## config.mk

```make
export PLATFORM = sky130hd
export DESIGN_NAME = motor_channel_supervisor_unit_flat
export DESIGN_NICKNAME = d
export VERILOG_FILES = /design/src/hdl/msup_pkg.sv /design/src/hdl/msup_req_if.sv /design/src/hdl/msup_rsp_if.sv /design/src/hdl/msup_cfg.sv /design/src/hdl/msup_chan_unit.sv /design/src/hdl/motor_channel_supervisor_unit.sv /design/src/flat_wrapper.sv
export SDC_FILE = /design/constraint.sdc
export NUM_CORES = 1
export LEC_CHECK = 0
export BUFFER_PORTS_ARGS = -buffer_cell sky130_fd_sc_hd__buf_2
export CORE_MARGIN = 2
export CORE_UTILIZATION = 60
export DETAILED_ROUTE_END_ITERATION = 12
export MAX_ROUTING_LAYER = met4
export PLACE_DENSITY = 0.77
export SLEW_MARGIN = 15
export SYNTH_ARGS = -nofsm -noshare
export SYNTH_HDL_FRONTEND = slang
export SYNTH_SLANG_ARGS = --single-unit
```

## constraint.sdc

```tcl
create_clock -name clk -period 7.3 [get_ports clk]
set_input_delay 0.365 -clock clk [delete_from_list [all_inputs] [get_ports clk]]
set_output_delay 0.365 -clock clk [all_outputs]
set_load 0.05 [all_outputs]
```

## src/hdl/msup_pkg.sv

```systemverilog
`timescale 1ns / 1ps
// ----------------------------------------------------------------------------
// msup_pkg
// Shared types, codes and defaults of the motor channel supervisor.
// ----------------------------------------------------------------------------
package msup_pkg;

    // Fixed widths of the word fields
    localparam int FIELD_W     = 13;
    localparam int OP_W        = 3;
    localparam int CHAN_W      = 4;
    localparam int STATUS_W    = 2;
    localparam int CFG_W       = 16;
    localparam int CFG_IDX_W   = 3;
    localparam int COUNT_W     = 4;
    localparam int TIMEOUT_W   = 16;

    // Parameter defaults
    localparam int CHANNELS_DEF  = 13;
    localparam int TICK_BITS_DEF = 16;

    // Operation codes
    localparam logic [OP_W-1:0] OP_TICK    = 3'd0;
    localparam logic [OP_W-1:0] OP_ENABLE  = 3'd1;
    localparam logic [OP_W-1:0] OP_DISABLE = 3'd2;
    localparam logic [OP_W-1:0] OP_HOME    = 3'd3;
    localparam logic [OP_W-1:0] OP_READ    = 3'd4;

    // Enable status codes
    localparam logic [STATUS_W-1:0] ST_NOT_LINKED = 2'd0;
    localparam logic [STATUS_W-1:0] ST_STALLED    = 2'd1;
    localparam logic [STATUS_W-1:0] ST_TIMED_OUT  = 2'd2;
    localparam logic [STATUS_W-1:0] ST_ACCEPTED   = 2'd3;

    // Configuration register indexes
    localparam logic [CFG_IDX_W-1:0] REG_CHANNEL_COUNT = 3'd0;
    localparam logic [CFG_IDX_W-1:0] REG_COIL_MODE     = 3'd1;
    localparam logic [CFG_IDX_W-1:0] REG_HOME_TIMEOUT  = 3'd2;
    localparam logic [CFG_IDX_W-1:0] REG_AWAY_TIMEOUT  = 3'd3;
    localparam logic [CFG_IDX_W-1:0] REG_STALL_TIME    = 3'd4;

    // Configuration reset values
    localparam logic [COUNT_W-1:0]   RST_CHANNEL_COUNT = 4'd13;
    localparam logic                 RST_COIL_MODE     = 1'b1;
    localparam logic [TIMEOUT_W-1:0] RST_HOME_TIMEOUT  = 16'd500;
    localparam logic [TIMEOUT_W-1:0] RST_AWAY_TIMEOUT  = 16'd800;
    localparam logic [TIMEOUT_W-1:0] RST_STALL_TIME    = 16'd100;

    typedef struct packed {
        logic [OP_W-1:0]    op;
        logic [CHAN_W-1:0]  channel;
        logic [FIELD_W-1:0] link_level;
        logic [FIELD_W-1:0] position_level;
        logic [FIELD_W-1:0] rising_pulse;
        logic [FIELD_W-1:0] falling_pulse;
    } req_t;

    typedef struct packed {
        logic [STATUS_W-1:0] enable_status;
        logic [FIELD_W-1:0]  link_mask;
        logic [FIELD_W-1:0]  position_mask;
        logic [FIELD_W-1:0]  enable_mask;
        logic [FIELD_W-1:0]  run_mask;
        logic [FIELD_W-1:0]  stall_mask;
        logic [FIELD_W-1:0]  timeout_mask;
        logic [FIELD_W-1:0]  error_mask;
        logic [FIELD_W-1:0]  drive_mask;
        logic                rising_flag;
        logic                falling_flag;
    } rsp_t;

    // Configuration values seen by the datapath
    typedef struct packed {
        logic [COUNT_W-1:0]   channel_count;
        logic                 coil_mode;
        logic [TIMEOUT_W-1:0] home_timeout;
        logic [TIMEOUT_W-1:0] away_timeout;
        logic [TIMEOUT_W-1:0] stall_time;
    } cfg_t;

    // Action decided for one channel during a scan step
    typedef struct packed {
        logic start;
        logic wr_elapsed;
        logic stop;
        logic set_stall;
        logic set_timeout;
    } chan_act_t;

endpackage

```

## src/hdl/msup_req_if.sv

```systemverilog
`timescale 1ns / 1ps
// ----------------------------------------------------------------------------
// msup_req_if
// Request channel: valid/ready handshake carrying one operation word.
// ----------------------------------------------------------------------------
interface msup_req_if;
    logic          valid;
    logic          ready;
    msup_pkg::req_t data;

    modport source (output valid, output data, input ready);
    modport sink   (input valid, input data, output ready);
endinterface

```

## src/hdl/msup_rsp_if.sv

```systemverilog
`timescale 1ns / 1ps
// ----------------------------------------------------------------------------
// msup_rsp_if
// Response channel: valid/ready handshake carrying one status word.
// ----------------------------------------------------------------------------
interface msup_rsp_if;
    logic          valid;
    logic          ready;
    msup_pkg::rsp_t data;

    modport source (output valid, output data, input ready);
    modport sink   (input valid, input data, output ready);
endinterface

```

## src/hdl/msup_cfg.sv

```systemverilog
`timescale 1ns / 1ps
// ----------------------------------------------------------------------------
// msup_cfg
// Configuration register bank, written through a plain indexed write port.
// ----------------------------------------------------------------------------
module msup_cfg
(
    input  logic                              clk,
    input  logic                              rst_n,
    input  logic                              cfg_we,
    input  logic [msup_pkg::CFG_IDX_W-1:0]    cfg_index,
    input  logic [msup_pkg::CFG_W-1:0]        cfg_wdata,
    output msup_pkg::cfg_t                    cfg
);

    msup_pkg::cfg_t cfg_reg;

    // Write the addressed register, drop writes beyond the list
    always_ff @(posedge clk or negedge rst_n)
    begin
        if (!rst_n)
        begin
            cfg_reg.channel_count <= msup_pkg::RST_CHANNEL_COUNT;
            cfg_reg.coil_mode     <= msup_pkg::RST_COIL_MODE;
            cfg_reg.home_timeout  <= msup_pkg::RST_HOME_TIMEOUT;
            cfg_reg.away_timeout  <= msup_pkg::RST_AWAY_TIMEOUT;
            cfg_reg.stall_time    <= msup_pkg::RST_STALL_TIME;
        end
        else if (cfg_we)
        begin
            case (cfg_index)
                msup_pkg::REG_CHANNEL_COUNT:
                    cfg_reg.channel_count <= cfg_wdata[msup_pkg::COUNT_W-1:0];
                msup_pkg::REG_COIL_MODE:
                    cfg_reg.coil_mode <= cfg_wdata[0];
                msup_pkg::REG_HOME_TIMEOUT:
                    cfg_reg.home_timeout <= cfg_wdata[msup_pkg::TIMEOUT_W-1:0];
                msup_pkg::REG_AWAY_TIMEOUT:
                    cfg_reg.away_timeout <= cfg_wdata[msup_pkg::TIMEOUT_W-1:0];
                msup_pkg::REG_STALL_TIME:
                    cfg_reg.stall_time <= cfg_wdata[msup_pkg::TIMEOUT_W-1:0];
                default:
                    ;
            endcase
        end
    end

    assign cfg = cfg_reg;

endmodule

```

## src/hdl/msup_chan_unit.sv

```systemverilog
`timescale 1ns / 1ps
// ----------------------------------------------------------------------------
// msup_chan_unit
// Shared per-channel update unit: one tick counter increment and the stall
// and limit compares for the channel the scan currently visits.
// ----------------------------------------------------------------------------
module msup_chan_unit
#(
    parameter int TICK_BITS = msup_pkg::TICK_BITS_DEF
)
(
    input  logic                               en,
    input  logic                               run,
    input  logic                               rise,
    input  logic                               pos,
    input  msup_pkg::cfg_t                     cfg,
    input  logic [TICK_BITS-1:0]               elapsed,
    input  logic [TICK_BITS-1:0]               limit,
    output msup_pkg::chan_act_t                act,
    output logic [TICK_BITS-1:0]               elapsed_next,
    output logic [TICK_BITS-1:0]               limit_next
);

    localparam int TW = msup_pkg::TIMEOUT_W;

    logic [TICK_BITS-1:0]    sum;
    logic [TW-1:0]           start_limit;
    logic [TICK_BITS+TW-1:0] limit_ext;
    logic                    at_stall;
    logic                    at_limit;

    // Count one tick, wrapping at the counter width
    assign sum = elapsed + TICK_BITS'(1);

    // Pick the start limit and fit it to the counter width
    assign start_limit  = pos ? cfg.home_timeout : cfg.away_timeout;
    assign limit_ext    = {{TICK_BITS{1'b0}}, start_limit};
    assign limit_next   = limit_ext[TICK_BITS-1:0];
    assign elapsed_next = run ? sum : '0;

    // Compare at a width that holds both operands so no bits are lost
    assign at_stall = ({{TW{1'b0}}, sum} == {{TICK_BITS{1'b0}}, cfg.stall_time});
    assign at_limit = (sum == limit);

    // Decide start, stop and error flags for this channel
    always_comb
    begin
        act = '0;
        if (en)
        begin
            act.wr_elapsed = 1'b1;
            if (!run)
            begin
                act.start = 1'b1;
            end
            else if (rise)
            begin
                act.stop = 1'b1;
            end
            else if (at_stall && cfg.coil_mode)
            begin
                if (pos)
                begin
                    act.stop      = 1'b1;
                    act.set_stall = 1'b1;
                end
            end
            else if (at_limit)
            begin
                act.stop        = 1'b1;
                act.set_timeout = 1'b1;
            end
        end
    end

endmodule

```

## src/hdl/motor_channel_supervisor_unit.sv

```systemverilog
`timescale 1ns / 1ps
// ----------------------------------------------------------------------------
// motor_channel_supervisor_unit
// Supervises motor channels: link latch, edge flags, run timeouts and stalls.
// ----------------------------------------------------------------------------
// Every request word yields exactly one response word. Enable, disable, home,
// read-edges and unused ops go from acceptance straight to the response state.
// A tick with at least one channel enabled first scans N channels, where
// N = min(channel_count, CHANNELS): a single channel update unit (tick
// counter increment plus stall and limit compares) visits one channel per
// cycle. A tick with no channel enabled, or with channel_count of zero, skips
// the scan. The response sits in an output register, so a new request is
// taken while the previous response still waits. Configuration is to be
// written only while no request is in flight; the block does not enforce it.
// ----------------------------------------------------------------------------
module motor_channel_supervisor_unit
#(
    parameter int CHANNELS  = msup_pkg::CHANNELS_DEF,
    parameter int TICK_BITS = msup_pkg::TICK_BITS_DEF
)
(
    input  logic                            clk,
    input  logic                            rst_n,
    msup_req_if.sink                        req,
    msup_rsp_if.source                      rsp,
    input  logic                            cfg_we,
    input  logic [msup_pkg::CFG_IDX_W-1:0]  cfg_index,
    input  logic [msup_pkg::CFG_W-1:0]      cfg_wdata
);

    localparam int FW    = msup_pkg::FIELD_W;
    localparam int IDX_W = (CHANNELS > 1) ? $clog2(CHANNELS) : 1;
    localparam int CNT_W = 6;

    localparam logic [1:0] S_IDLE = 2'd0;
    localparam logic [1:0] S_SCAN = 2'd1;
    localparam logic [1:0] S_DONE = 2'd2;

    // Fit a word field to the channel vector
    function automatic logic [CHANNELS-1:0] to_chan(input logic [FW-1:0] f);
        logic [CHANNELS+FW-1:0] tmp;
        tmp = {{CHANNELS{1'b0}}, f};
        return tmp[CHANNELS-1:0];
    endfunction

    // Fit a channel vector into a word field
    function automatic logic [FW-1:0] to_field(input logic [CHANNELS-1:0] v);
        logic [CHANNELS+FW-1:0] tmp;
        tmp = {{FW{1'b0}}, v};
        return tmp[FW-1:0];
    endfunction

    msup_pkg::cfg_t      cfg;
    msup_pkg::chan_act_t act;

    logic [1:0]          state_reg;
    logic [IDX_W-1:0]    idx_reg;
    logic [IDX_W-1:0]    last_reg;

    logic [CHANNELS-1:0] link_reg, pos_reg, rise_reg, fall_reg;
    logic [CHANNELS-1:0] en_reg, run_reg, stall_reg, tmo_reg, err_reg, drive_reg;

    logic [TICK_BITS-1:0] elapsed_reg [CHANNELS];
    logic [TICK_BITS-1:0] limit_reg   [CHANNELS];

    logic [msup_pkg::STATUS_W-1:0] status_reg;
    logic                          rf_reg;
    logic                          ff_reg;

    logic           rsp_valid_reg;
    msup_pkg::rsp_t rsp_data_reg;

    logic                 req_fire;
    logic                 ch_valid;
    logic [CHANNELS-1:0]  sel;
    logic [CHANNELS-1:0]  scan_bit;
    logic [CNT_W-1:0]     scan_n;
    logic [TICK_BITS-1:0] elapsed_next;
    logic [TICK_BITS-1:0] limit_next;
    logic                 load_rsp;

    msup_cfg u_cfg
    (
        .clk       (clk),
        .rst_n     (rst_n),
        .cfg_we    (cfg_we),
        .cfg_index (cfg_index),
        .cfg_wdata (cfg_wdata),
        .cfg       (cfg)
    );

    msup_chan_unit #(.TICK_BITS(TICK_BITS)) u_chan
    (
        .en           (en_reg[idx_reg]),
        .run          (run_reg[idx_reg]),
        .rise         (rise_reg[idx_reg]),
        .pos          (pos_reg[idx_reg]),
        .cfg          (cfg),
        .elapsed      (elapsed_reg[idx_reg]),
        .limit        (limit_reg[idx_reg]),
        .act          (act),
        .elapsed_next (elapsed_next),
        .limit_next   (limit_next)
    );

    // Decode the request and the scan position
    assign req_fire = req.valid && req.ready;
    assign ch_valid = (32'(req.data.channel) < CHANNELS);
    assign sel      = ch_valid ? (CHANNELS'(1) << req.data.channel) : '0;
    assign scan_bit = CHANNELS'(1) << idx_reg;
    assign scan_n   = ({2'b00, cfg.channel_count} > CNT_W'(CHANNELS))
                      ? CNT_W'(CHANNELS) : {2'b00, cfg.channel_count};
    assign load_rsp = (state_reg == S_DONE) && (!rsp_valid_reg || rsp.ready);

    assign req.ready = (state_reg == S_IDLE);

    // Sequencer and channel state
    always_ff @(posedge clk or negedge rst_n)
    begin
        if (!rst_n)
        begin
            state_reg  <= S_IDLE;
            idx_reg    <= '0;
            last_reg   <= '0;
            link_reg   <= '0;
            pos_reg    <= '0;
            rise_reg   <= '0;
            fall_reg   <= '0;
            en_reg     <= '0;
            run_reg    <= '0;
            stall_reg  <= '0;
            tmo_reg    <= '0;
            err_reg    <= '0;
            drive_reg  <= '0;
            status_reg <= msup_pkg::ST_NOT_LINKED;
            rf_reg     <= 1'b0;
            ff_reg     <= 1'b0;
        end
        else
        begin
            case (state_reg)
                S_IDLE:
                begin
                    if (req_fire)
                    begin
                        status_reg <= msup_pkg::ST_NOT_LINKED;
                        rf_reg     <= 1'b0;
                        ff_reg     <= 1'b0;
                        state_reg  <= S_DONE;
                        case (req.data.op)
                            msup_pkg::OP_TICK:
                            begin
                                if (en_reg == '0)
                                begin
                                    link_reg <= ~to_chan(req.data.link_level);
                                end
                                pos_reg  <= to_chan(req.data.position_level);
                                rise_reg <= rise_reg | to_chan(req.data.rising_pulse);
                                fall_reg <= fall_reg | to_chan(req.data.falling_pulse);
                                if ((en_reg != '0) && (scan_n != '0))
                                begin
                                    idx_reg   <= '0;
                                    last_reg  <= IDX_W'(scan_n - CNT_W'(1));
                                    state_reg <= S_SCAN;
                                end
                            end
                            msup_pkg::OP_ENABLE:
                            begin
                                if ((link_reg & sel) == '0)
                                begin
                                    status_reg <= msup_pkg::ST_NOT_LINKED;
                                end
                                else if ((stall_reg & sel) != '0)
                                begin
                                    status_reg <= msup_pkg::ST_STALLED;
                                end
                                else if ((tmo_reg & sel) != '0)
                                begin
                                    status_reg <= msup_pkg::ST_TIMED_OUT;
                                end
                                else
                                begin
                                    en_reg     <= en_reg | sel;
                                    status_reg <= msup_pkg::ST_ACCEPTED;
                                end
                            end
                            msup_pkg::OP_DISABLE:
                            begin
                                en_reg    <= en_reg & ~sel;
                                drive_reg <= drive_reg & ~sel;
                            end
                            msup_pkg::OP_HOME:
                            begin
                                en_reg <= en_reg | ~pos_reg;
                            end
                            msup_pkg::OP_READ:
                            begin
                                rf_reg   <= |(rise_reg & sel);
                                ff_reg   <= |(fall_reg & sel);
                                rise_reg <= rise_reg & ~sel;
                                fall_reg <= fall_reg & ~sel;
                            end
                            default:
                                ;
                        endcase
                    end
                end
                S_SCAN:
                begin
                    // Apply the shared unit's decision to the visited channel
                    if (act.start)
                    begin
                        run_reg   <= run_reg | scan_bit;
                        rise_reg  <= rise_reg & ~scan_bit;
                        fall_reg  <= fall_reg & ~scan_bit;
                        drive_reg <= drive_reg | scan_bit;
                    end
                    if (act.stop)
                    begin
                        en_reg    <= en_reg & ~scan_bit;
                        run_reg   <= run_reg & ~scan_bit;
                        drive_reg <= drive_reg & ~scan_bit;
                    end
                    if (act.set_stall)
                    begin
                        stall_reg <= stall_reg | scan_bit;
                    end
                    if (act.set_timeout)
                    begin
                        tmo_reg <= tmo_reg | scan_bit;
                    end
                    if (act.set_stall || act.set_timeout)
                    begin
                        err_reg <= err_reg | scan_bit;
                    end
                    // Advance to the next channel or finish
                    if (idx_reg == last_reg)
                    begin
                        state_reg <= S_DONE;
                    end
                    else
                    begin
                        idx_reg <= idx_reg + IDX_W'(1);
                    end
                end
                S_DONE:
                begin
                    if (load_rsp)
                    begin
                        state_reg <= S_IDLE;
                    end
                end
                default:
                begin
                    state_reg <= S_IDLE;
                end
            endcase
        end
    end

    // Tick counters and limits of the visited channel
    always_ff @(posedge clk)
    begin
        if ((state_reg == S_SCAN) && act.wr_elapsed)
        begin
            elapsed_reg[idx_reg] <= elapsed_next;
        end
        if ((state_reg == S_SCAN) && act.start)
        begin
            limit_reg[idx_reg] <= limit_next;
        end
    end

    // Hold the response word until it is taken
    always_ff @(posedge clk or negedge rst_n)
    begin
        if (!rst_n)
        begin
            rsp_valid_reg <= 1'b0;
        end
        else if (load_rsp)
        begin
            rsp_valid_reg <= 1'b1;
        end
        else if (rsp.ready)
        begin
            rsp_valid_reg <= 1'b0;
        end
    end

    always_ff @(posedge clk)
    begin
        if (load_rsp)
        begin
            rsp_data_reg.enable_status <= status_reg;
            rsp_data_reg.link_mask     <= to_field(link_reg);
            rsp_data_reg.position_mask <= to_field(pos_reg);
            rsp_data_reg.enable_mask   <= to_field(en_reg);
            rsp_data_reg.run_mask      <= to_field(run_reg);
            rsp_data_reg.stall_mask    <= to_field(stall_reg);
            rsp_data_reg.timeout_mask  <= to_field(tmo_reg);
            rsp_data_reg.error_mask    <= to_field(err_reg);
            rsp_data_reg.drive_mask    <= to_field(drive_reg);
            rsp_data_reg.rising_flag   <= rf_reg;
            rsp_data_reg.falling_flag  <= ff_reg;
        end
    end

    assign rsp.valid = rsp_valid_reg;
    assign rsp.data  = rsp_data_reg;

endmodule

```

## src/flat_wrapper.sv

```systemverilog
// flat-port wrapper written by rule: the top's interface ports become plain ports
module motor_channel_supervisor_unit_flat 
#(
    parameter int CHANNELS  = msup_pkg::CHANNELS_DEF,
    parameter int TICK_BITS = msup_pkg::TICK_BITS_DEF
)
  (clk, rst_n, cfg_we, cfg_index, cfg_wdata, req_valid, req_data, req_ready, rsp_valid, rsp_data, rsp_ready);
  msup_req_if req_i ();
  msup_rsp_if rsp_i ();
  input  logic clk;
  input  logic rst_n;
  input  logic cfg_we;
  input  logic [msup_pkg::CFG_IDX_W-1:0] cfg_index;
  input  logic [msup_pkg::CFG_W-1:0] cfg_wdata;
  input wire logic [$bits(req_i.valid)-1:0] req_valid;
  input wire logic [$bits(req_i.data)-1:0] req_data;
  output wire logic [$bits(req_i.ready)-1:0] req_ready;
  output wire logic [$bits(rsp_i.valid)-1:0] rsp_valid;
  output wire logic [$bits(rsp_i.data)-1:0] rsp_data;
  input wire logic [$bits(rsp_i.ready)-1:0] rsp_ready;
  assign req_i.valid = req_valid;
  assign req_i.data = req_data;
  assign req_ready = req_i.ready;
  assign rsp_valid = rsp_i.valid;
  assign rsp_data = rsp_i.data;
  assign rsp_i.ready = rsp_ready;
  motor_channel_supervisor_unit #(.CHANNELS(CHANNELS), .TICK_BITS(TICK_BITS)) u_core (.clk(clk), .rst_n(rst_n), .req(req_i), .rsp(rsp_i), .cfg_we(cfg_we), .cfg_index(cfg_index), .cfg_wdata(cfg_wdata));
endmodule
```

==> run metrics <==
status=complete, no violations; final setup margin=1.37 ns; Mapped Nets=1,904; synthesized area=29,700 um2; Final Hold Vio Count=0; worst path arrival time=6.45 ns; max incr delay on CP=0.94 ns; hold slack final=0.0209 ns; antenna violations before repair=4; pre-CTS setup slack=1.51 ns; FP Rows=81; worst slew pin tran=1.22 ns; WL/cell=28.8 um; H-tree levels=3; Cells after Synth=1,814; register area=20,700 um2; Post-DRT Antenna Nets=0; Placer Congestion=0.987; Post-CTS Setup Repair Bufs=0; Max Clk Rate=169 MHz; Vias per Instance=6.58; crit path max-delay cell type=nor2b_2; total gr overflow=0; Synth Area in Adders=0.295%; clock sink total=722; number of global-route vias before repair=18.1k; first-pass GRT wire length=119 mm; Layout Cells excl Fill=2,801; routed vias=18.4k; Power Density=414 nW/um2; Crit Path Class=flip-flop to flip-flop; most frequent cells in the layout=524 x edfxtp_1, 191 x buf_2, 178 x dfrtp_1; cell mode on critical path=a32oi_1; xor/xnor share of the synthesized area=1.82%; overall routed net length=80.8 mm; area of the multi-input gates=8490 um2; cells along the critical path=nor2b_2, a32oi_1, nand3_1, ha_1, inv_1, a31oi_1, nand4_2, nor4b_1, xnor3_1, o2111ai_1, or4_4, o2111ai_4, a31oi_4, a32oi_1; RSZ-0062 raised after global routing=false; First DRT Iteration DRCs=2,763; most common cell after layout, fill and taps aside=edfxtp_1; Die Wd=226 um; io pins=193; startpoint types=flip-flop; Slew HR=18.7%; Die Ht=226 um; CP bufs+invs=1; max_cap viols=0; Area growth syn-to-layout=15.4%; sequential share of the synthesized area=69.7%; simple-gate area share of the yosys netlist=6.46%; warnings from Yosys=0; CP Capture Type=flip-flop; CTS Buf Count=73; layout cells sized above 1=27.9%; Core Box Area=49,000 um2; Initial Util=60.7%; DP Cell Count=2,634; Crit path depth=14; worst min path class=primary input to flip-flop; post-synthesis mux area share=12.7%; die area=51,300 um2; Root Driver=clkbuf_16; min cycle time layout=5.93 ns; DRT Pass-1 Iters=6; R2R depth=14; worst skew pair latency=0.63 ns; syn_area_per_cell=16.4 um2; peak supply drop=0.302 mV; maximum fanout along the worst path=22; Hold Path Depth=2; TritonCTS clock tree=done; count of buffers from port buffering=192; GRT Resource Usage Total=33.3%; post-synth cell types=81; setup tns final=0 ns; pin count of the biggest net entering global routing=125; largest family of logic cells by synthesized area=multiplexers; DP Wirelength=50.9 mm; Fillers=3,114; Worst EP required=7.82 ns; CTS max path bufs=3; max-slew violations=0; final setup vio count=0; complex-gate fraction of the synthesized area=7.16%; Lkg Pwr=12.8 nW; Tcrit/Tclk final=81.3%; asr flop ratio synth=27.4%; Layout Skew=0.0331 ns; flops & latches, synth=722; Primary FF master, synth=edfxtp_1; CP top delay family=simple AND/OR/NAND/NOR gates; EDFF count, synth=524; Final nets=2,165; Post-route DRC=0; Reg clk slew, reported paths=0.06 ns
[synthesized netlist by cell type (8+ instances only)]
cell	count	area (um2)
mux2_2	85	957
clkbuf_1	46	173
xor2_1	15	131
nor4_1	10	62.6
buf_2	17	85.1
edfxtp_1	524	15700
a31oi_1	8	50.1
dfstp_2	16	420
a21boi_0	9	67.6
mux4_1	15	394
dfrtp_1	182	4550
xnor3_1	8	180
o21a_1	13	97.6
a32oi_1	14	123
mux2i_1	11	110
and2_1	8	50.1
a21o_1	39	293
nand2_1	158	593
nor2b_1	12	75.1
inv_1	29	109
mux4_2	102	2300
nand2b_1	12	75.1
o21bai_1	8	60.1
xnor2_1	26	228
a21oi_1	34	170
nor3_1	25	125
nor2_1	74	278
a22oi_1	53	398
a221oi_1	10	87.6
o21ai_0	89	445
nand3_1	46	230
and3_1	11	68.8
[power by group]
part,switching (mW),internal [mW]
clock network,1.58,2.22
logic,2.98,1.56
registers,0.464,5.41
total,5.02,9.18
[metal layers]
layer	vias up	global-route usage (%)	share of wire (%)
met3	199	5.40	8.3
met1	9509	44.6	39
met5	-	-	0
li1	7610	-	-
met4	0	13.0	3.8
met2	1109	52.1	49
[stage by stage]
step	power, mW	area (um2)	util (%)
floorplan	9.09	29700	-
global placement	10.3	31500	64.4
detailed placement	10.4	31500	64.4
CTS	14.2	34300	70.0
global route	14.7	34300	70.0
finish	14.2	34300	70.0
[worst paths after layout]
kind | from | to | slack [ns]
min in group asynchronous | rst_n | u_core.u_cfg.cfg[20] | 0.42
min reg2reg | flip-flop | u_core.rsp.data[8] | 0.45
max | u_core.idx_reg[3] | u_core.en_reg[4] | 1.37
max in group asynchronous | rst_n | u_core.idx_reg[0] | 5.12
max reg2reg | u_core.idx_reg[3] | u_core.en_reg[4] | 1.37
min | cfg_wdata[14] | u_core.u_cfg.cfg[14] | 0.02
[final cells by class]
type	instances	area share [%]
antenna	4	0.0292
clock buffer	97	6.02
clock inverter	36	1.12
inverter	30	0.329
multi-input combinational	977	24.8
sequential	722	60.5
tap	664	2.42
timing repair buffer	271	4.82
[what timing repair did]
| item | 4_1_cts | 5_1_grt |
|---|---|---|
| gates resized for setup | 0 | 0 |
| hold endpoints to repair | 64 | 0 |
| hold buffers | 30 | 0 |
[kinds of logic after synthesis]
kind of cell	Yosys count
compound gates	311
simple gates	397
mux	213
fa+ha+maj	7
flops	722
buf+inv	115
xor+xnor	49
Power figures use the tool's default switching activity.
